[src/hw/rtl/ascii_frame_checksum_deframer_core_assert.svh]
// Assertion macros shared by the deframer RTL.
`ifndef ASCII_FRAME_CHECKSUM_DEFRAMER_CORE_ASSERT_SVH
`define ASCII_FRAME_CHECKSUM_DEFRAMER_CORE_ASSERT_SVH
`ifndef NO_ASSERTIONS
`define AFCD_ASSERT_IMPLIES(label, ante, cons) \
   label: assert property (@(posedge clock) disable iff (reset) (ante) |-> (cons)) \
      else $error("deframer assertion failed");
`define AFCD_ASSERT_NEXT(label, ante, cons) \
   label: assert property (@(posedge clock) disable iff (reset) (ante) |=> (cons)) \
      else $error("deframer assertion failed");
`else
`define AFCD_ASSERT_IMPLIES(label, ante, cons)
`define AFCD_ASSERT_NEXT(label, ante, cons)
`endif
`endif

[src/hw/rtl/afcd_pkg.sv]
// Package: constants, types and the body byte update of the deframer.
`timescale 1ns / 1ps
`default_nettype none
package afcd_pkg;

   localparam int unsigned LEN_BITS_DEFAULT = 16;
   localparam int unsigned LEN_OUT_W        = 16;

   localparam logic [7:0] CH_OPEN  = 8'h3E;
   localparam logic [7:0] CH_STAR  = 8'h2A;
   localparam logic [7:0] CH_SLASH = 8'h2F;
   localparam logic [7:0] CH_CR    = 8'h0D;
   localparam logic [7:0] CH_LF    = 8'h0A;

   typedef enum logic [1:0] {
      STATUS_OK          = 2'd0,
      STATUS_NO_CHECKSUM = 2'd1,
      STATUS_MISMATCH    = 2'd2,
      STATUS_NO_SLASH    = 2'd3
   } status_type;

   typedef struct packed {
      logic [7:0] rx_byte;
   } req_payload_type;

   typedef struct packed {
      status_type          status;
      logic [6:0]          calc_checksum;
      logic [7:0]          received_checksum;
      logic [LEN_OUT_W-1:0] body_length;
      logic [LEN_OUT_W-1:0] address_length;
   } rsp_payload_type;

   typedef struct packed {
      logic       valid;
      logic [7:0] rx_byte;
   } byte_stage_type;

   typedef struct packed {
      logic [7:0] running_sum;
      logic [7:0] sum_at_star;
      logic       star_seen;
      logic       after_star_valid;
      logic [7:0] after_star_byte;
      logic       slash_seen;
      logic       slash_before_star;
   } flags_type;

   typedef struct packed {
      logic [7:0]           sum_at_star;
      logic                 star_seen;
      logic                 after_star_valid;
      logic [7:0]           after_star_byte;
      logic                 slash_before_star;
      logic [LEN_OUT_W-1:0] body_length;
      logic [LEN_OUT_W-1:0] address_length;
   } frame_summary_type;

   function automatic flags_type body_flags(flags_type f, logic [7:0] b);
      flags_type r;
      r = f;
      r.running_sum = f.running_sum + b;
      if (b == CH_STAR) begin
         r.star_seen         = 1'b1;
         r.sum_at_star       = r.running_sum;
         r.after_star_valid  = 1'b0;
         r.after_star_byte   = '0;
         r.slash_before_star = f.slash_seen;
      end else if (f.star_seen && !f.after_star_valid) begin
         r.after_star_valid = 1'b1;
         r.after_star_byte  = b;
      end
      if (!f.slash_seen && b == CH_SLASH) begin
         r.slash_seen = 1'b1;
      end
      return r;
   endfunction

endpackage
`default_nettype wire

[src/hw/rtl/afcd_stream_if.sv]
// Valid/ready stream interface used for the byte and result channels.
`timescale 1ns / 1ps
`default_nettype none
interface afcd_stream_if #(
   parameter type payload_type = logic [7:0]
) ();
   logic        valid;
   logic        ready;
   payload_type data;

   modport source (output valid, output data, input ready);
   modport sink (input valid, input data, output ready);
endinterface
`default_nettype wire

[src/hw/rtl/afcd_input_stage.sv]
// Input register: holds one received byte until the frame tracker takes it.
`timescale 1ns / 1ps
`default_nettype none
module afcd_input_stage
   import afcd_pkg::*;
(
   input  wire logic     clock,
   input  wire logic     reset,
   afcd_stream_if.sink   req,
   input  wire logic     advance,
   output byte_stage_type stage
);

   logic       valid_ff;
   logic       valid_in;
   logic [7:0] byte_ff;
   logic [7:0] byte_in;
   logic       take;

   assign req.ready = !valid_ff || advance;
   assign take      = req.valid && req.ready;

   always_comb begin
      valid_in = valid_ff;
      byte_in  = byte_ff;
      if (take) begin
         valid_in = 1'b1;
         byte_in  = req.data.rx_byte;
      end else if (advance) begin
         valid_in = 1'b0;
      end
   end

   always_ff @(posedge clock) begin
      if (reset) begin
         valid_ff <= 1'b0;
      end else begin
         valid_ff <= valid_in;
      end
      byte_ff <= byte_in;
   end

   assign stage.valid   = valid_ff;
   assign stage.rx_byte = byte_ff;

endmodule
`default_nettype wire

[src/hw/rtl/afcd_frame_state.sv]
// Frame tracker: framing state, running sums and saturating length counters.
`timescale 1ns / 1ps
`default_nettype none
`include "ascii_frame_checksum_deframer_core_assert.svh"
module afcd_frame_state
   import afcd_pkg::*;
#(
   parameter int unsigned LEN_BITS = LEN_BITS_DEFAULT
) (
   input  wire logic             clock,
   input  wire logic             reset,
   input  wire byte_stage_type   stage,
   input  wire logic             advance,
   output logic                  close_req,
   output frame_summary_type     summary
);

   logic                in_frame_ff;
   logic                in_frame_in;
   logic                cr_pending_ff;
   logic                cr_pending_in;
   flags_type           flags_ff;
   flags_type           flags_in;
   flags_type           flags_mid;
   flags_type           flags_end;
   logic [LEN_BITS-1:0] length_ff;
   logic [LEN_BITS-1:0] length_in;
   logic [LEN_BITS-1:0] length_mid;
   logic [LEN_BITS-1:0] length_end;
   logic [LEN_BITS-1:0] addr_ff;
   logic [LEN_BITS-1:0] addr_in;
   logic [LEN_BITS-1:0] addr_mid;
   logic [LEN_BITS-1:0] addr_end;
   logic [LEN_OUT_W-1:0] body_len_out;
   logic [LEN_OUT_W-1:0] addr_len_out;
   logic [7:0]          b;

   function automatic logic [LEN_BITS-1:0] sat_inc(logic [LEN_BITS-1:0] v);
      return (v == '1) ? v : v + LEN_BITS'(1);
   endfunction

   assign b         = stage.rx_byte;
   assign close_req = stage.valid && in_frame_ff && cr_pending_ff && (b == CH_LF);

   // fold a pending CR in as a body byte, then the new byte unless it is a CR
   always_comb begin
      flags_mid  = flags_ff;
      length_mid = length_ff;
      addr_mid   = addr_ff;
      if (cr_pending_ff) begin
         flags_mid  = body_flags(flags_ff, CH_CR);
         length_mid = sat_inc(length_ff);
         if (!flags_ff.slash_seen) begin
            addr_mid = sat_inc(addr_ff);
         end
      end
      flags_end  = flags_mid;
      length_end = length_mid;
      addr_end   = addr_mid;
      if (b != CH_CR) begin
         flags_end  = body_flags(flags_mid, b);
         length_end = sat_inc(length_mid);
         if (!flags_mid.slash_seen && b != CH_SLASH) begin
            addr_end = sat_inc(addr_mid);
         end
      end
   end

   always_comb begin
      in_frame_in   = in_frame_ff;
      cr_pending_in = cr_pending_ff;
      flags_in      = flags_ff;
      length_in     = length_ff;
      addr_in       = addr_ff;
      if (advance) begin
         if (!in_frame_ff) begin
            if (b == CH_OPEN) begin
               in_frame_in          = 1'b1;
               cr_pending_in        = 1'b0;
               flags_in             = '0;
               flags_in.running_sum = CH_OPEN;
               length_in            = LEN_BITS'(1);
               addr_in              = '0;
            end
         end else if (close_req) begin
            in_frame_in   = 1'b0;
            cr_pending_in = 1'b0;
            flags_in      = '0;
            length_in     = '0;
            addr_in       = '0;
         end else begin
            cr_pending_in = (b == CH_CR);
            flags_in      = flags_end;
            length_in     = length_end;
            addr_in       = addr_end;
         end
      end
   end

   always_ff @(posedge clock) begin
      if (reset) begin
         in_frame_ff   <= 1'b0;
         cr_pending_ff <= 1'b0;
         flags_ff      <= '0;
         length_ff     <= '0;
         addr_ff       <= '0;
      end else begin
         in_frame_ff   <= in_frame_in;
         cr_pending_ff <= cr_pending_in;
         flags_ff      <= flags_in;
         length_ff     <= length_in;
         addr_ff       <= addr_in;
      end
   end

   if (LEN_BITS > LEN_OUT_W) begin : g_clamp
      assign body_len_out = (|length_ff[LEN_BITS-1:LEN_OUT_W]) ? '1
                                                               : length_ff[LEN_OUT_W-1:0];
      assign addr_len_out = (|addr_ff[LEN_BITS-1:LEN_OUT_W]) ? '1
                                                             : addr_ff[LEN_OUT_W-1:0];
   end else begin : g_extend
      assign body_len_out = LEN_OUT_W'(length_ff);
      assign addr_len_out = LEN_OUT_W'(addr_ff);
   end

   assign summary.sum_at_star       = flags_ff.sum_at_star;
   assign summary.star_seen         = flags_ff.star_seen;
   assign summary.after_star_valid  = flags_ff.after_star_valid;
   assign summary.after_star_byte   = flags_ff.after_star_byte;
   assign summary.slash_before_star = flags_ff.slash_before_star;
   assign summary.body_length       = body_len_out;
   assign summary.address_length    = addr_len_out;

   `AFCD_ASSERT_NEXT(a_close_ends_frame, advance && close_req, !in_frame_ff && !cr_pending_ff)
   `AFCD_ASSERT_IMPLIES(a_cr_only_in_frame, cr_pending_ff, in_frame_ff)
   `AFCD_ASSERT_NEXT(a_open_sets_length, advance && !in_frame_ff && b == CH_OPEN,
                     in_frame_ff && length_ff == LEN_BITS'(1))

endmodule
`default_nettype wire

[src/hw/rtl/afcd_result_stage.sv]
// Result register: forms the frame verdict and holds it until transfer.
`timescale 1ns / 1ps
`default_nettype none
`include "ascii_frame_checksum_deframer_core_assert.svh"
module afcd_result_stage
   import afcd_pkg::*;
(
   input  wire logic              clock,
   input  wire logic              reset,
   input  wire logic              load,
   input  wire frame_summary_type summary,
   afcd_stream_if.source          rsp,
   output logic                   rsp_free
);

   logic            rsp_valid_ff;
   logic            rsp_valid_in;
   rsp_payload_type rsp_data_ff;
   rsp_payload_type rsp_data_in;
   rsp_payload_type verdict;
   logic [6:0]      calc;
   logic [7:0]      rcv;

   assign rsp_free = !rsp_valid_ff || rsp.ready;

   always_comb begin
      calc = summary.star_seen ? summary.sum_at_star[6:0] : 7'd0;
      rcv  = summary.after_star_valid ? summary.after_star_byte : 8'd0;
      verdict.calc_checksum     = calc;
      verdict.received_checksum = rcv;
      verdict.body_length       = summary.body_length;
      verdict.address_length    = summary.slash_before_star ? summary.address_length : '0;
      if (!summary.star_seen || !summary.after_star_valid) begin
         verdict.status = STATUS_NO_CHECKSUM;
      end else if (rcv != {1'b0, calc}) begin
         verdict.status = STATUS_MISMATCH;
      end else if (!summary.slash_before_star) begin
         verdict.status = STATUS_NO_SLASH;
      end else begin
         verdict.status = STATUS_OK;
      end
   end

   always_comb begin
      rsp_valid_in = rsp_valid_ff;
      rsp_data_in  = rsp_data_ff;
      if (load) begin
         rsp_valid_in = 1'b1;
         rsp_data_in  = verdict;
      end else if (rsp.ready) begin
         rsp_valid_in = 1'b0;
      end
   end

   always_ff @(posedge clock) begin
      if (reset) begin
         rsp_valid_ff <= 1'b0;
      end else begin
         rsp_valid_ff <= rsp_valid_in;
      end
      rsp_data_ff <= rsp_data_in;
   end

   assign rsp.valid = rsp_valid_ff;
   assign rsp.data  = rsp_data_ff;

   `AFCD_ASSERT_IMPLIES(a_no_overwrite, load, !rsp_valid_ff || rsp.ready)
   `AFCD_ASSERT_IMPLIES(a_ok_matches, rsp_valid_ff && rsp_data_ff.status == STATUS_OK,
                        rsp_data_ff.received_checksum == {1'b0, rsp_data_ff.calc_checksum})

endmodule
`default_nettype wire

[src/hw/rtl/ascii_frame_checksum_deframer_core.sv]
// Top level of the ASCII frame deframer with 7-bit additive checksum.
//
//   channel   dir   payload                                        role
//   req_ch    in    rx_byte                                        received bytes
//   rsp_ch    out   status, calc_checksum, received_checksum,      one verdict
//                   body_length, address_length                    per frame
//
// One byte is taken per cycle while the input is not stalled; a byte is held in the
// input register, then updates the frame state as it advances.
// rsp_ch.valid rises once the closing LF has advanced out of the input register
// and its verdict has been registered in the result stage.
// A held verdict stalls the next closing LF in the input register and the input
// behind it; bytes ahead of that LF keep flowing.
// Synchronous active-high reset clears framing state and both valid flags.
`timescale 1ns / 1ps
`default_nettype none
module ascii_frame_checksum_deframer_core
   import afcd_pkg::*;
#(
   parameter int unsigned LEN_BITS = LEN_BITS_DEFAULT
) (
   input  wire logic     clock,
   input  wire logic     reset,
   afcd_stream_if.sink   req_ch,
   afcd_stream_if.source rsp_ch
);

   byte_stage_type    stage;
   frame_summary_type summary;
   logic              close_req;
   logic              rsp_free;
   logic              advance;

   assign advance = stage.valid && (!close_req || rsp_free);

   afcd_input_stage u_input (
      .clock   (clock),
      .reset   (reset),
      .req     (req_ch),
      .advance (advance),
      .stage   (stage)
   );

   afcd_frame_state #(
      .LEN_BITS (LEN_BITS)
   ) u_frame (
      .clock     (clock),
      .reset     (reset),
      .stage     (stage),
      .advance   (advance),
      .close_req (close_req),
      .summary   (summary)
   );

   afcd_result_stage u_result (
      .clock    (clock),
      .reset    (reset),
      .load     (advance && close_req),
      .summary  (summary),
      .rsp      (rsp_ch),
      .rsp_free (rsp_free)
   );

endmodule
`default_nettype wire

[src/flat_wrapper.sv]
// flat-port wrapper written by rule: the top's interface ports become plain ports
module ascii_frame_checksum_deframer_core_flat import afcd_pkg::*;
#(
   parameter int unsigned LEN_BITS = LEN_BITS_DEFAULT
)
  (clock, reset, req_ch_valid, req_ch_data, req_ch_ready, rsp_ch_valid, rsp_ch_data, rsp_ch_ready);
  afcd_stream_if #(.payload_type(req_payload_type)) req_ch_i ();
  afcd_stream_if #(.payload_type(rsp_payload_type)) rsp_ch_i ();
  input  wire logic clock;
  input  wire logic reset;
  input wire logic [$bits(req_ch_i.valid)-1:0] req_ch_valid;
  input wire logic [$bits(req_ch_i.data)-1:0] req_ch_data;
  output wire logic [$bits(req_ch_i.ready)-1:0] req_ch_ready;
  output wire logic [$bits(rsp_ch_i.valid)-1:0] rsp_ch_valid;
  output wire logic [$bits(rsp_ch_i.data)-1:0] rsp_ch_data;
  input wire logic [$bits(rsp_ch_i.ready)-1:0] rsp_ch_ready;
  assign req_ch_i.valid = req_ch_valid;
  assign req_ch_i.data = req_ch_data;
  assign req_ch_ready = req_ch_i.ready;
  assign rsp_ch_valid = rsp_ch_i.valid;
  assign rsp_ch_data = rsp_ch_i.data;
  assign rsp_ch_i.ready = rsp_ch_ready;
  ascii_frame_checksum_deframer_core #(.LEN_BITS(LEN_BITS)) u_core (.clock(clock), .reset(reset), .req_ch(req_ch_i), .rsp_ch(rsp_ch_i));
endmodule
[config.mk]
export PLATFORM = sky130hd
export DESIGN_NAME = ascii_frame_checksum_deframer_core_flat
export DESIGN_NICKNAME = d
export VERILOG_FILES = /design/src/hw/rtl/afcd_pkg.sv /design/src/hw/rtl/afcd_stream_if.sv /design/src/hw/rtl/afcd_input_stage.sv /design/src/hw/rtl/afcd_frame_state.sv /design/src/hw/rtl/afcd_result_stage.sv /design/src/hw/rtl/ascii_frame_checksum_deframer_core.sv /design/src/flat_wrapper.sv
export VERILOG_INCLUDE_DIRS = /design/src /design/src/hw/rtl
export SDC_FILE = /design/constraint.sdc
export NUM_CORES = 1
export LEC_CHECK = 0
export BUFFER_PORTS_ARGS = -buffer_cell sky130_fd_sc_hd__buf_4
export CAP_MARGIN = 10
export CORE_MARGIN = 3
export CORE_UTILIZATION = 35
export CTS_CLUSTER_SIZE = 28
export DETAILED_ROUTE_END_ITERATION = 8
export PLACE_DENSITY = 0.59
export SETUP_SLACK_MARGIN = 0.02
export SYNTH_ARGS = -nofsm -noshare
export SYNTH_HDL_FRONTEND = slang
export SYNTH_SLANG_ARGS = --single-unit
[constraint.sdc]
create_clock -name clock -period 6.5 [get_ports clock]
set_input_delay 1.3 -clock clock [delete_from_list [all_inputs] [get_ports clock]]
set_output_delay 1.3 -clock clock [all_outputs]
set_load 0.005 [all_outputs]
After elaboration in Yosys (flattened, before gate mapping)
Cells that the tools add are included.
{"block": "word_totals", "input_bits": 12, "out_inout_bits": 51, "wordCells": 103, "reg_bits": 121}
{"block": "op_classes", "n_addsub": 6, "eq_ne": 12, "reduce_logical": 25, "mux": 41}
{"cell": "16-bit two-way mux", "n": 16}
{"cell": "28-bit two-way mux", "n": 5}
{"cell": "16-bit by 1-bit adder with 16-bit output (second input constant)", "n": 4}
{"cell": "16-bit equality test (second input constant)", "n": 4}
{"cell": "9-bit two-way mux", "n": 4}
{"cell": "8-bit by 6-bit equality test with 1-bit output (second input constant)", "n": 3}
{"cell": "8-bit by 4-bit equality test with 1-bit output (second input constant)", "n": 2}
{"cell": "1-bit two-way mux", "n": 12}
{"cell": "1-bit logical AND", "n": 10}
{"cell": "8-bit by 4-bit adder with 8-bit output (second input constant)", "n": 1}
{"cell": "8-bit adder", "n": 1}
{"cell": "8-bit two-way mux", "n": 1}
{"cell": "8-bit by 4-bit != test with 1-bit output (second input constant)", "n": 1}
{"cell": "8-bit by 6-bit != test with 1-bit output (second input constant)", "n": 1}
{"cell": "8-bit by 7-bit != test with 1-bit output", "n": 1}
{"cell": "1-bit logical NOT", "n": 7}
{"cell": "7-bit two-way mux", "n": 1}
{"cell": "2-bit nonzero test", "n": 3}
{"cell": "1-bit logical OR", "n": 4}
{"cell": "2-bit two-way mux", "n": 2}
{"cell": "2-bit AND reduction", "n": 1}

Depth between registers and ports, before layout
{"block": "logic_depth", "word_depth": 11, "mapped_depth": 15, "ltp_nobuf": 13}

Cells and area by module
Synthesis repeated with hierarchy kept, for this count alone.
{"block": "hier_totals", "cells_unflattened": 852, "area_unflattened_um2": 7541.0}
{"module": "afcd_frame_state", "n_inst": 1, "seq_area_each_um2": 1241.2, "area_each_um2": 5308.8, "cells_per_inst": 720}
{"module": "afcd_result_stage", "n_inst": 1, "seq_area_each_um2": 1491.4, "area_each_um2": 1910.6, "cells_per_inst": 115}
{"module": "afcd_input_stage", "n_inst": 1, "seq_area_each_um2": 260.2, "area_each_um2": 302.8, "cells_per_inst": 14}
{"module": "ascii_frame_checksum_deframer_core", "n_inst": 1, "seq_area_each_um2": 0.0, "area_each_um2": 18.8, "cells_per_inst": 3}

Least setup slack after synthesis
Ideal clock, no wire load.
{"block": "synth_path", "path_type": "register to register", "from": "register u_core.u_input.byte_ff[6]", "to": "register u_core.u_result.rsp_data_ff, in the netlist u_core.u_result.rsp.data[0], enable pin", "n_path_buf": 2, "setup_ps": 456, "synth_period_minus_slack_ps": 4257, "path_stages_with_launch": 6, "arrival_ps": 3802, "required_time_ps": 6044, "setup_slack_ps": 2243, "path_cell_list": "edfxtp_1 -> or3b_2 -> clkbuf_1 -> or4_1 -> clkbuf_1 -> nor2_1"}
{"block": "synth_between", "elab_chain_cells": 6}
{"element": "from (decl)", "line": "afcd_input_stage.sv:16", "rtl": "logic [7:0] byte_ff;"}
{"element": "from (signal assigned)", "line": "afcd_input_stage.sv:40", "rtl": "byte_ff <= byte_in;"}
{"element": "8-bit by 4-bit equality test with 1-bit output *", "line": "afcd_frame_state.sv:43", "rtl": "assign close_req = stage.valid && in_frame_ff && cr_pending_ff && (b == CH_LF);"}
{"element": "1-bit logical AND *", "line": "afcd_frame_state.sv:43"}
{"element": "1-bit logical NOT", "line": "ascii_frame_checksum_deframer_core.sv:34", "rtl": "assign advance = stage.valid && (!close_req || rsp_free);"}
{"element": "1-bit logical OR", "line": "ascii_frame_checksum_deframer_core.sv:34"}
{"element": "1-bit logical AND", "line": "ascii_frame_checksum_deframer_core.sv:34"}
{"element": "1-bit logical AND *", "line": "ascii_frame_checksum_deframer_core.sv:58", "rtl": ".load (advance && close_req),"}
{"element": "named net u_core.u_result.load", "line": "afcd_result_stage.sv:10", "rtl": "input wire logic load,"}
{"element": "to (signal assigned)", "line": "afcd_result_stage.sv:61", "rtl": "rsp_data_ff <= rsp_data_in;"}
{"element": "to (decl)", "line": "afcd_result_stage.sv:18", "rtl": "rsp_payload_type rsp_data_ff;"}
Mark *: on every way through the listed nets, which the timed path passes. The rest lies on a longest branch.
A chain may end at the register's enable or synchronous reset.

Worst setup path in the final report
{"block": "layout_path", "from": "register u_core.u_frame.addr_ff[0]", "to": "register u_core.u_frame.addr_ff[1]"}
{"block": "layout_between", "elab_chain_cells": 10, "word_cells_on_any_way": 12, "cone_classes": "2 x add/sub; 2 x eq/ne; 8 x mux"}
{"element": "from (decl)", "line": "afcd_frame_state.sv:30", "rtl": "logic [LEN_BITS-1:0] addr_ff;"}
{"element": "from (signal assigned)", "line": "afcd_frame_state.sv:112", "rtl": "addr_ff <= addr_in;"}
{"element": "16-bit by 1-bit adder with 16-bit output or 16-bit equality test (tied branches)", "line": "afcd_frame_state.sv:39", "rtl": "return (v == '1) ? v : v + LEN_BITS'(1);"}
{"element": "16-bit two-way mux", "line": "afcd_frame_state.sv:39"}
{"element": "16-bit two-way mux", "line": "afcd_frame_state.sv:53", "rtl": "if (!flags_ff.slash_seen) begin"}
{"element": "16-bit two-way mux *", "line": "afcd_frame_state.sv:50", "rtl": "if (cr_pending_ff) begin"}
{"element": "16-bit by 1-bit adder with 16-bit output or 16-bit equality test (tied branches)", "line": "afcd_frame_state.sv:39"}
{"element": "16-bit two-way mux", "line": "afcd_frame_state.sv:39"}
{"element": "16-bit two-way mux", "line": "afcd_frame_state.sv:63", "rtl": "if (!flags_mid.slash_seen && b != CH_SLASH) begin"}
{"element": "16-bit two-way mux *", "line": "afcd_frame_state.sv:60", "rtl": "if (b != CH_CR) begin"}
{"element": "16-bit two-way mux *", "line": "afcd_frame_state.sv:85", "rtl": "end else if (close_req) begin"}
{"element": "16-bit two-way mux *", "line": "afcd_frame_state.sv:76", "rtl": "if (!in_frame_ff) begin"}
Every way passes the cells marked *; elsewhere a longest branch is shown, timed or not.

==> run_summary.xml <==
<?xml version="1.0" encoding="UTF-8"?>
<metrics>
  <group name="status">
    <metric name="result_of_the_run" unit="">finished clean</metric>
  </group>
  <group name="cts">
    <metric name="cts.clk_slew.worst_paths" unit="ns">0.06</metric>
    <metric name="cts_post_setup_buffers_inserted" unit="">0</metric>
    <metric name="cts.sink_count" unit="">119</metric>
    <metric name="cts.path.max_buffers" unit="">2</metric>
    <metric name="clock_latency_late_sink" unit="ns">0.43</metric>
    <metric name="cts_made_buffers" unit="">17</metric>
    <metric name="clockRootBuffer" unit="">clkbuf_16</metric>
    <metric name="tritoncts_clock_tree" unit="">yes</metric>
    <metric name="post_cts_resize_count" unit="">0</metric>
    <metric name="holdBufCountCts" unit="">0</metric>
    <metric name="cts_max_level" unit="">4</metric>
  </group>
  <group name="critical_path">
    <metric name="crit-reg2reg-launch" unit="">u_core.u_frame.addr_ff[0]</metric>
    <metric name="critical_path.endpoint" unit="">u_core.u_frame.addr_ff[1]</metric>
    <metric name="critPathCaptureType" unit="">flop</metric>
    <metric name="worstSetupStartpoint" unit="">u_core.u_frame.addr_ff[0]</metric>
    <metric name="cp_cell_sequence" unit="">ha_1, nand4_4, o41ai_4, o311ai_0, a222oi_1, nand4_2, o21ai_2, mux2i_1, o21ai_0</metric>
    <metric name="critical_path.max_fanout" unit="">16</metric>
    <metric name="critPathLaunchType" unit="">flop</metric>
    <metric name="critPathSlowestCell" unit="">o41ai_4</metric>
    <metric name="rr_worst_depth" unit="">9</metric>
    <metric name="timing.critical_path.arrival" unit="ns">4.81</metric>
    <metric name="critPathMaxStageDelay" unit="ns">0.81</metric>
    <metric name="timing.reg2reg.setup_slack" unit="ns">1.96</metric>
    <metric name="critPathRequiredTime" unit="ns">6.77</metric>
    <metric name="critical_path.reg2reg.endpoint" unit="">u_core.u_frame.addr_ff[1]</metric>
    <metric name="setup.worst_path.class" unit="">flop to flop</metric>
  </group>
  <group name="place">
    <metric name="routabilityCongestion" unit="">0.891</metric>
    <metric name="portBuffers" unit="">62</metric>
    <metric name="dpl_hpwl" unit="um">12700</metric>
    <metric name="detailedPlace.worstSlack" unit="ns">2.07</metric>
  </group>
  <group name="power_and_ir_drop">
    <metric name="sw_frac_of_total" unit="">0.217</metric>
    <metric name="combinational_share_of_power" unit="">0.020</metric>
    <metric name="clock_power_share" unit="">0.548</metric>
    <metric name="p_switching" unit="uW">399</metric>
    <metric name="internal-power" unit="mW">1.44</metric>
    <metric name="seq_power_share" unit="">0.432</metric>
    <metric name="power.static_leakage" unit="nW">2.65</metric>
    <metric name="pwr_density_cell" unit="nW/um^2">224</metric>
    <metric name="vdd_drop_max" unit="V">0.000140</metric>
  </group>
  <group name="drt">
    <metric name="vias_per_cell" unit="">5.69</metric>
    <metric name="routed_wirelength" unit="um">18800</metric>
    <metric name="routed-via-count" unit="">6176</metric>
    <metric name="drt-wirelength-per-cell" unit="um">17.3</metric>
    <metric name="route.detailed.drc" unit="">0</metric>
    <metric name="firstDrtPassIters" unit="">5</metric>
    <metric name="ant_nets" unit="">0</metric>
    <metric name="initialDrtViolationCount" unit="">750</metric>
  </group>
  <group name="synth">
    <metric name="synth.avg_cell_area" unit="um^2">8.94</metric>
    <metric name="yosys.cell_types.count" unit="">75</metric>
    <metric name="synth_warnings" unit="">0</metric>
    <metric name="synth_sequential_area_ratio" unit="">0.427</metric>
    <metric name="ys_seq_elements" unit="">119</metric>
    <metric name="ys_dominant_reg_cell" unit="">dfxtp_1</metric>
    <metric name="synth.cell_area" unit="um^2">6920</metric>
    <metric name="synth_edf_count" unit="">57</metric>
    <metric name="postSynth.asyncResetShare" unit="">0</metric>
    <metric name="synth_nets" unit="">798</metric>
    <metric name="synth_cells" unit="">774</metric>
  </group>
  <group name="sta">
    <metric name="timing.clock.skew" unit="ns">0.00941</metric>
    <metric name="headroom_to_the_max_slew_limit" unit="">0.316</metric>
    <metric name="finalWorstSetupSlack" unit="ns">1.96</metric>
    <metric name="time_the_final_worst_path_needs_with_i_o_delays_and_setup" unit="ns">4.54</metric>
    <metric name="max_slew.worst_pin.slew" unit="ns">1.03</metric>
    <metric name="fin_tns_setup" unit="ns">0</metric>
    <metric name="rsz0062_at_grt" unit="">no</metric>
    <metric name="finalHoldWorstSlack" unit="ns">0.451</metric>
    <metric name="hold_viol_final" unit="">0</metric>
    <metric name="period_share" unit="">0.698</metric>
    <metric name="setup_viol_count_final" unit="">0</metric>
    <metric name="maximum_clock_frequency" unit="MHz">220</metric>
    <metric name="pins_over_their_slew_limit" unit="">0</metric>
  </group>
  <group name="cells_and_area">
    <metric name="layout.nets" unit="">837</metric>
    <metric name="layout_common_cells" unit="">nand2_1 (70), buf_4 (68), dfxtp_1 (62)</metric>
    <metric name="layout-area-overhead-vs-synth" unit="%">18.7</metric>
    <metric name="layout.cells.most_common" unit="">nand2_1</metric>
    <metric name="diodes" unit="">0</metric>
    <metric name="post_route_cells_drive_above_1_share" unit="">0.142</metric>
  </group>
  <group name="floorplan">
    <metric name="die_extent_in_x" unit="um">147</metric>
    <metric name="dieHeight" unit="um">147</metric>
    <metric name="initial_utilization" unit="">0.363</metric>
    <metric name="number_of_cell_rows" unit="">50</metric>
    <metric name="core-area" unit="um^2">19100</metric>
    <metric name="ioPinCount" unit="">63</metric>
    <metric name="dieArea" unit="um^2">21500</metric>
  </group>
  <group name="global_routing">
    <metric name="grt_first_pass_wirelength" unit="um">29900</metric>
    <metric name="grt_max_degree" unit="">40</metric>
    <metric name="grt.total_usage" unit="">0.172</metric>
    <metric name="globalRouteOverflowTotal" unit="">0</metric>
    <metric name="first_global_vias" unit="">5629</metric>
    <metric name="grt_antenna_before_repair" unit="">0</metric>
  </group>
  <group name="min_path">
    <metric name="hold-path-cell-count" unit="">2</metric>
    <metric name="min_path_type" unit="">flop to flop</metric>
  </group>
  <group name="flow_run">
    <metric name="max_cap_viol_count" unit="">0</metric>
  </group>
</metrics>
## cells in the mapped netlist (all sizes together), types with 11 or more instances
cell    count  share of area
nand2      70          0.038
dfxtp      62           0.18
edfxtp     57           0.25
nor2       53          0.029
o21ai      49          0.036
a21oi      48          0.035
clkbuf     40          0.022
and2       35          0.032
nand3      34          0.025
xnor2      25          0.032
inv        23          0.012
nor3       23          0.017
a31oi      21          0.019
nand4      19          0.021
nor4       15          0.014
mux2i      14          0.020
ha         11          0.020
## power groups by stage
stage	registers [mW]	clock network, mW	logic, mW
global route	0.795	1.05	0.0401
CTS	0.794	1.02	0.0364
detailed placement	0.810	0	0.0360
global placement	0.811	0	0.0357
finish	0.794	1.01	0.0365
floorplan	0.806	0	0.0229
## final cells by class
type                       instances  area [um^2]
clock inverter                    12          163
timing repair buffer              68          510
fill                            1852        10900
sequential                       119         2950
clock buffer                      20          468
tap                              260          325
multi-input combinational        584         3710
inverter                          23         86.3
## registers in the layout, summed over array words and instances, names as in the netlist
name                          cells
u_core.u_frame.body_len_out      16
u_core.u_frame.in_frame_ff        1
u_core.u_result.rsp.valid         1
u_core.u_input.byte_ff            8
u_core.u_frame.cr_pending_ff      1
u_core.u_result.rsp.data         49
u_core.u_frame.flags_ff           8
u_core.u_input.valid_ff           1
u_core.u_frame.summary           18
u_core.u_frame.addr_ff           16
## critical path: cells and delay by family (launching register included)
kind	cells	cell delay [ns]
muxes	1	0.21
and+or+nand+nor	2	0.79
AOI/OAI and AO/OA	5	2.44
DFF	1	0.53
adders and majority gates	1	0.41
## stage by stage
stage | area [um^2] | util | std cells | power (mW)
floorplan | 6920 | - | 774 | 0.829
global placement | 7580 | 0.397 | 1054 | 0.846
detailed placement | 7580 | 0.397 | 1054 | 0.846
CTS | 8210 | 0.430 | 1086 | 1.85
global route | 8210 | 0.430 | 1086 | 1.89
finish | 8210 | 0.430 | 1086 | 1.84
## cell families after synthesis
logic type / share of synthesized area
simple gates: 0.246
fa+ha+maj: 0.0228
flops: 0.427
compound gates: 0.192
buf+inv: 0.0409
xor+xnor: 0.0443
mux: 0.0268
## worst min path at each step
stage,end,slack (ns),from
detailed placement,u_core.u_frame.summary[46],0.45,u_core.u_frame.summary[46]
floorplan,u_core.u_result.rsp.data[18],0.41,u_core.u_frame.body_len_out[2]
finish,u_core.u_frame.summary[47],0.45,u_core.u_frame.summary[47]
global placement,u_core.u_frame.summary[46],0.44,u_core.u_frame.summary[46]
CTS,u_core.u_frame.summary[47],0.45,u_core.u_frame.summary[47]
global route,u_core.u_frame.summary[47],0.48,u_core.u_frame.summary[47]
## per-layer routing
layer  GRT usage  vias to the layer above  wire length, um
met5           0                        -                0
met4      0.0691                        0              323
met3      0.0354                       30             1230
met2       0.259                      254             8460
met1       0.241                     2896             8770
li1            -                     2996                -
No activity file was read; power rests on OpenSTA's default activity.
